--- config.mk ---
export PLATFORM = sky130hd
export DESIGN_NAME = lpdts_filter
export DESIGN_NICKNAME = d
export VERILOG_FILES = /design/src/rtl/lpdts_pkg.sv /design/src/rtl/lpdts_filter.sv
export SDC_FILE = /design/constraint.sdc
export NUM_CORES = 2
export LEC_CHECK = 0
export BUFFER_PORTS_ARGS = -buffer_cell sky130_fd_sc_hd__buf_2
export CORE_MARGIN = 3
export CORE_UTILIZATION = 40
export DETAILED_ROUTE_END_ITERATION = 6
export HOLD_SLACK_MARGIN = 0.15
export PLACE_DENSITY = 0.57
export REMOVE_ABC_BUFFERS = 1
export SETUP_SLACK_MARGIN = 0.4
export SKIP_LAST_GASP = 1
export SYNTH_ARGS = -nofsm -noshare
export SYNTH_HDL_FRONTEND = slang
export SYNTH_SLANG_ARGS = --single-unit
--- constraint.sdc ---
create_clock -name clk -period 7.34 [get_ports clk]
set_input_delay 1.101 -clock clk [delete_from_list [all_inputs] [get_ports clk]]
set_output_delay 1.101 -clock clk [all_outputs]
set_load 0.01 [all_outputs]
--- src/rtl/lpdts_pkg.sv ---
// ----------------------------------------------------------------------------
// lpdts_pkg
// Types and constants shared by the time-sorting point buffer.
// ----------------------------------------------------------------------------
package lpdts_pkg;

	localparam int CoordW     = 20;
	localparam int IntensityW = 16;
	localparam int TimeW      = 32;
	localparam int RangeW     = 40;
	localparam int SqW        = 39;
	localparam int ScanW      = 20;

	localparam logic [RangeW-1:0] RANGE_RESET = 40'd40000000000;

	localparam logic [1:0] CMD_INSERT = 2'd0;
	localparam logic [1:0] CMD_POP    = 2'd1;
	localparam logic [1:0] CMD_BEGIN  = 2'd2;

	typedef enum logic [1:0] {
		OP_NONE,
		OP_INSERT,
		OP_POP,
		OP_BEGIN
	} chain_op_t;

	typedef struct packed {
		logic [TimeW-1:0]        tstamp;
		logic signed [CoordW-1:0] x;
		logic signed [CoordW-1:0] y;
		logic signed [CoordW-1:0] z;
		logic [IntensityW-1:0]   intensity;
	} entry_t;

	typedef struct packed {
		logic [1:0] cmd;
		entry_t     ent;
	} point_t;

	typedef struct packed {
		chain_op_t op;
		entry_t    ent;
	} chain_req_t;

	typedef struct packed {
		logic   ins;
		logic   pop;
		entry_t new_ent;
	} cell_ctrl_t;

	typedef struct packed {
		logic   nonempty;
		logic   last_one;
		logic   overflow;
		entry_t head;
	} chain_status_t;

	typedef struct packed {
		logic                     out_valid;
		logic signed [CoordW-1:0] out_x;
		logic signed [CoordW-1:0] out_y;
		logic signed [CoordW-1:0] out_z;
		logic [IntensityW-1:0]    out_intensity;
		logic [TimeW-1:0]         out_time;
		logic                     buffer_empty;
		logic                     overflow_flag;
	} result_t;

endpackage

--- src/rtl/lpdts_filter.sv ---
// ----------------------------------------------------------------------------
// lpdts_filter
// Scan counting, group decimation and range check ahead of the sort chain.
// ----------------------------------------------------------------------------
module lpdts_filter
	import lpdts_pkg::*;
#(
	parameter int GROUP_SIZE   = 64,
	parameter int GROUP_PERIOD = 8
) (
	input  logic              clk,
	input  logic              arst_n,
	input  logic              en,
	input  logic              in_valid,
	input  point_t            in_word,
	input  logic [RangeW-1:0] max_range_sq,
	output chain_req_t        req
);

	localparam int PosW = (GROUP_SIZE > 1) ? $clog2(GROUP_SIZE) : 1;
	localparam int GrpW = (GROUP_PERIOD > 1) ? $clog2(GROUP_PERIOD) : 1;

	logic [ScanW-1:0] scan_q;
	logic [PosW-1:0]  pos_q;
	logic [GrpW-1:0]  grp_q;

	chain_op_t op_s1;
	entry_t    ent_s1;
	logic [SqW-1:0] sqx_s1, sqy_s1, sqz_s1;
	chain_op_t op_s2;
	entry_t    ent_s2;

	logic accept;
	logic signed [2*CoordW-1:0] mx, my, mz;
	logic [SqW+1:0] dist_sq;
	chain_op_t op_in;

	assign accept = in_valid && en;
	assign mx = in_word.ent.x * in_word.ent.x;
	assign my = in_word.ent.y * in_word.ent.y;
	assign mz = in_word.ent.z * in_word.ent.z;

	always_comb begin
		case (in_word.cmd)
			CMD_INSERT: op_in = (grp_q == '0) ? OP_INSERT : OP_NONE;
			CMD_POP:    op_in = OP_POP;
			CMD_BEGIN:  op_in = OP_BEGIN;
			default:    op_in = OP_NONE;
		endcase
	end

	always_ff @(posedge clk or negedge arst_n) begin
		if (!arst_n) begin
			scan_q <= '0;
			pos_q  <= '0;
			grp_q  <= '0;
		end else if (accept) begin
			if (in_word.cmd == CMD_BEGIN) begin
				scan_q <= '0;
				pos_q  <= '0;
				grp_q  <= '0;
			end else if (in_word.cmd == CMD_INSERT) begin
				scan_q <= scan_q + 1'b1;
				if (scan_q == '1) begin
					pos_q <= '0;
					grp_q <= '0;
				end else if (pos_q == PosW'(GROUP_SIZE - 1)) begin
					pos_q <= '0;
					grp_q <= (grp_q == GrpW'(GROUP_PERIOD - 1)) ? '0 : grp_q + 1'b1;
				end else begin
					pos_q <= pos_q + 1'b1;
				end
			end
		end
	end

	always_ff @(posedge clk or negedge arst_n) begin
		if (!arst_n) begin
			op_s1 <= OP_NONE;
			op_s2 <= OP_NONE;
		end else if (en) begin
			op_s1 <= in_valid ? op_in : OP_NONE;
			if (op_s1 == OP_INSERT && dist_sq > {1'b0, max_range_sq})
				op_s2 <= OP_NONE;
			else
				op_s2 <= op_s1;
		end
	end

	always_ff @(posedge clk) begin
		if (en) begin
			ent_s1 <= in_word.ent;
			sqx_s1 <= mx[SqW-1:0];
			sqy_s1 <= my[SqW-1:0];
			sqz_s1 <= mz[SqW-1:0];
			ent_s2 <= ent_s1;
		end
	end

	assign dist_sq = (SqW+2)'(sqx_s1) + (SqW+2)'(sqy_s1) + (SqW+2)'(sqz_s1);
	assign req     = '{op: op_s2, ent: ent_s2};

endmodule

==> out/qor.yml <==
global_routing:
  grt-busiest-layer: "met2"
  grt_max_degree: 126
  grt_pass1_wl_mm: 218
  first_global_vias: 41054
  use_met2_pct: 32.6
  use_met3_pct: 3.07
  grtUsageMet1_pct: 26.9
  grt_overflow: 0
  track_usage_pct: 19.6
  antenna_found_initial: 4
worst_setup_path:
  slowest_stage: "fa_2"
  cp.required_ns: 7.72
  crit_top_cell: "fa_1"
  start_kind: "primary input"
  critPathMaxStageDelay_ns: 0.55
  arrival_ns: 7.40
  critPathMaxFanout: 7
  worstSetupPathType: "primary input to flop"
  cp-end-kind: "flop"
yosys:
  synth_edf_count: 327
  syn_area_per_cell_um2: 10.6
  ys_warn_count: 0
  ys_ff_latch: 360
  synthesis.area_mm2: 0.0549
  syn_inst: 5191
  async_reset_ff_share_pct: 9.17
  yosysUniqueCellTypes: 80
  yosysSeqAreaShare_pct: 19.4
  synth_flop_cell: "edfxtp_1"
die:
  chipWidth_um: 376
  die_height_um: 376
  dieArea_mm2: 0.142
  ios: 264
  coreArea_mm2: 0.136
  start_util_pct: 40.4
  rows: 135
timing:
  hold_viol_final: 0
  min_period_ns: 7.01
  finalSetupViolations: 0
  relSlewSlack_pct: 42.2
  rsz0062_at_grt: "true"
  whs_ns: 0.416
  fin_skew_ns: 0.0218
  slew_violations: 0
  fmax_mhz: 143
  fin_setup_tns_ns: 0
  tightestPinTransition_ns: 0.867
  fin_crit_sh_pct: 95.5
route:
  vias_per_cell: 4.70
  num_vias: 37359
  drt-pass1-iter-count: 5
  drc: 0
  drt_iter0_markers: 1731
  wire_per_inst_um: 16.9
  ant_nets: 0
  wirelength_mm: 135
clock_tree:
  cts.hold.buffers_added: 0
  tritoncts: "yes"
  insertion_delay_ns: 0.64
  path_clk_slew_ns: 0.05
  clk_path_buf_depth: 3
  clkSinkCount: 360
  numCtsBuffers: 48
  cts_root_buffer: "clkbuf_16"
  cts_max_level: 2
worst_hold_path:
  worstHoldPathType: "flop to flop"
job:
  cap_violations: 0
finish:
  fin_util_pct: 49.6
  syn_to_final_growth_pct: 22.9
  fillCellCount: 12538
  layout-drive-gt1-share_pct: 23.1
  n_antenna_cell: 0
  final_common_cell: "inv_1"
  nNetsFinal: 7854
  fin_area_mm2: 0.0674
  final_cell_mix: "1398 x inv_1, 1107 x fa_1, 682 x buf_4, 367 x ha_1, 360 x nand2_1"
placed_design:
  place_area_mm2: 0.0634
  dp_hpwl_mm: 116
  routabilityCongestion: 0.899
  io_buffers: 263
run_status:
  status: "finished, final reports clean"
==> critical path, delay by kind of cell <==
| family | cells | cell delay [ns] |
|---|---|---|
| simple gates | 2 | 0.62 |
| buf+inv | 6 | 0.48 |
| fa+ha+maj | 8 | 3.57 |
| xor+xnor | 1 | 0.08 |
| compound gates | 8 | 1.55 |
==> repair_timing <==
action	in CTS	in global routing
setup endpoints to repair	26	36
pin swaps	106	217
buffers inserted	7	37
gates resized for setup	201	343
gates cloned	1	2
==> path summary, 6_finish.rpt <==
kind	start	endpoint	slack [ns]	cells after the start
worst max-delay path	in_word[39]	sqy_s1[38]$_DFFE_PP_	0.33	25
worst min-delay path	ent_s1[97]$_DFFE_PP_	req[97]$_DFFE_PP_	0.42	0
worst max register to register	sqx_s1[4]$_DFFE_PP_	op_s2[0]$_DFFE_PN0P_	1.37	22
worst min register to register	ent_s1[97]$_DFFE_PP_	req[97]$_DFFE_PP_	0.42	0
max in group asynchronous	arst_n	scan_q[8]$_DFFE_PN0P_	6.32	1
min in group asynchronous	arst_n	op_s2[1]$_DFFE_PN0P_	0.52	1
==> layout make-up <==
| class | instances | area, um2 | area share (%) |
|---|---|---|---|
| clock buffers | 55 | 1250 | 1.85 |
| clock inverters | 32 | 333 | 0.494 |
| inverters | 1451 | 5470 | 8.11 |
| multi-input cells | 3262 | 39700 | 58.9 |
| flip-flops and latches | 360 | 10600 | 15.8 |
| well taps | 1781 | 2230 | 3.31 |
| repair buffers | 1006 | 7760 | 11.5 |
==> Yosys cell counts, drive strengths merged, types with 6 or more instances <==
master | count | area [um2]
o211ai | 7 | 52.6
nand2b | 29 | 181
a31o | 9 | 78.8
xnor2 | 146 | 1280
nand4 | 15 | 93.8
and2 | 235 | 1470
xor2 | 67 | 587
o21ai | 94 | 478
nor2 | 142 | 533
o21bai | 17 | 128
o31ai | 9 | 86.3
edfxtp | 327 | 9820
o21a | 23 | 173
a31oi | 12 | 96.3
nor3 | 31 | 160
nand3 | 40 | 200
or3 | 9 | 56.3
dfrtp | 33 | 826
inv | 1451 | 5450
clkbuf | 117 | 439
a21o | 97 | 731
nor2b | 55 | 344
a21oi | 126 | 638
a211oi | 11 | 82.6
nand2 | 398 | 1490
ha | 404 | 5050
mux2i | 6 | 60.1
and3 | 23 | 145
fa | 1167 | 23400
==> cells by family after synthesis <==
group | after synthesis | share of synthesized area, %
flip-flops | 360 | 19.4
adder cells (fa/ha/maj) | 1571 | 51.8
buffers and inverters | 1572 | 10.8
other | 2 | 0.0137
multiplexers | 11 | 0.212
AND/OR/NAND/NOR | 1010 | 9.00
AO/OA/AOI/OAI | 452 | 5.43
XOR/XNOR | 213 | 3.40
==> stage by stage <==
| step | instances | setup WS (ns) |
|---|---|---|
| after floorplan | 5073 | -0.0113 |
| after global placement | 7813 | -1.24 |
| after detailed placement | 7813 | -1.24 |
| after CTS | 7908 | 0.338 |
| after global routing | 7947 | 0.102 |
| final | 7947 | 0.327 |
==> state kept, by name, indices dropped and copies added, names as in the netlist <==
| name | cells |
|---|---|
| op_s2 | 2 |
| scan_q | 20 |
| op_s1 | 2 |
| sqz_s1 | 37 |
| sqy_s1 | 37 |
| sqx_s1 | 37 |
| ent_s1 | 108 |
| pos_q | 6 |
| req | 108 |
| grp_q | 3 |
==> per-layer routing <==
metal	vias up	part of all wire (%)	routed length, um
met5	-	0.0097	13
met4	2	2.7	3620
met3	154	5.0	6720
met2	684	48	64800
met1	18999	44	59500
li1	17520	-	-
Power is left out: the tool's default activity adds up to more than one toggle a clock period on the data nets, which glitch-free logic cannot reach.
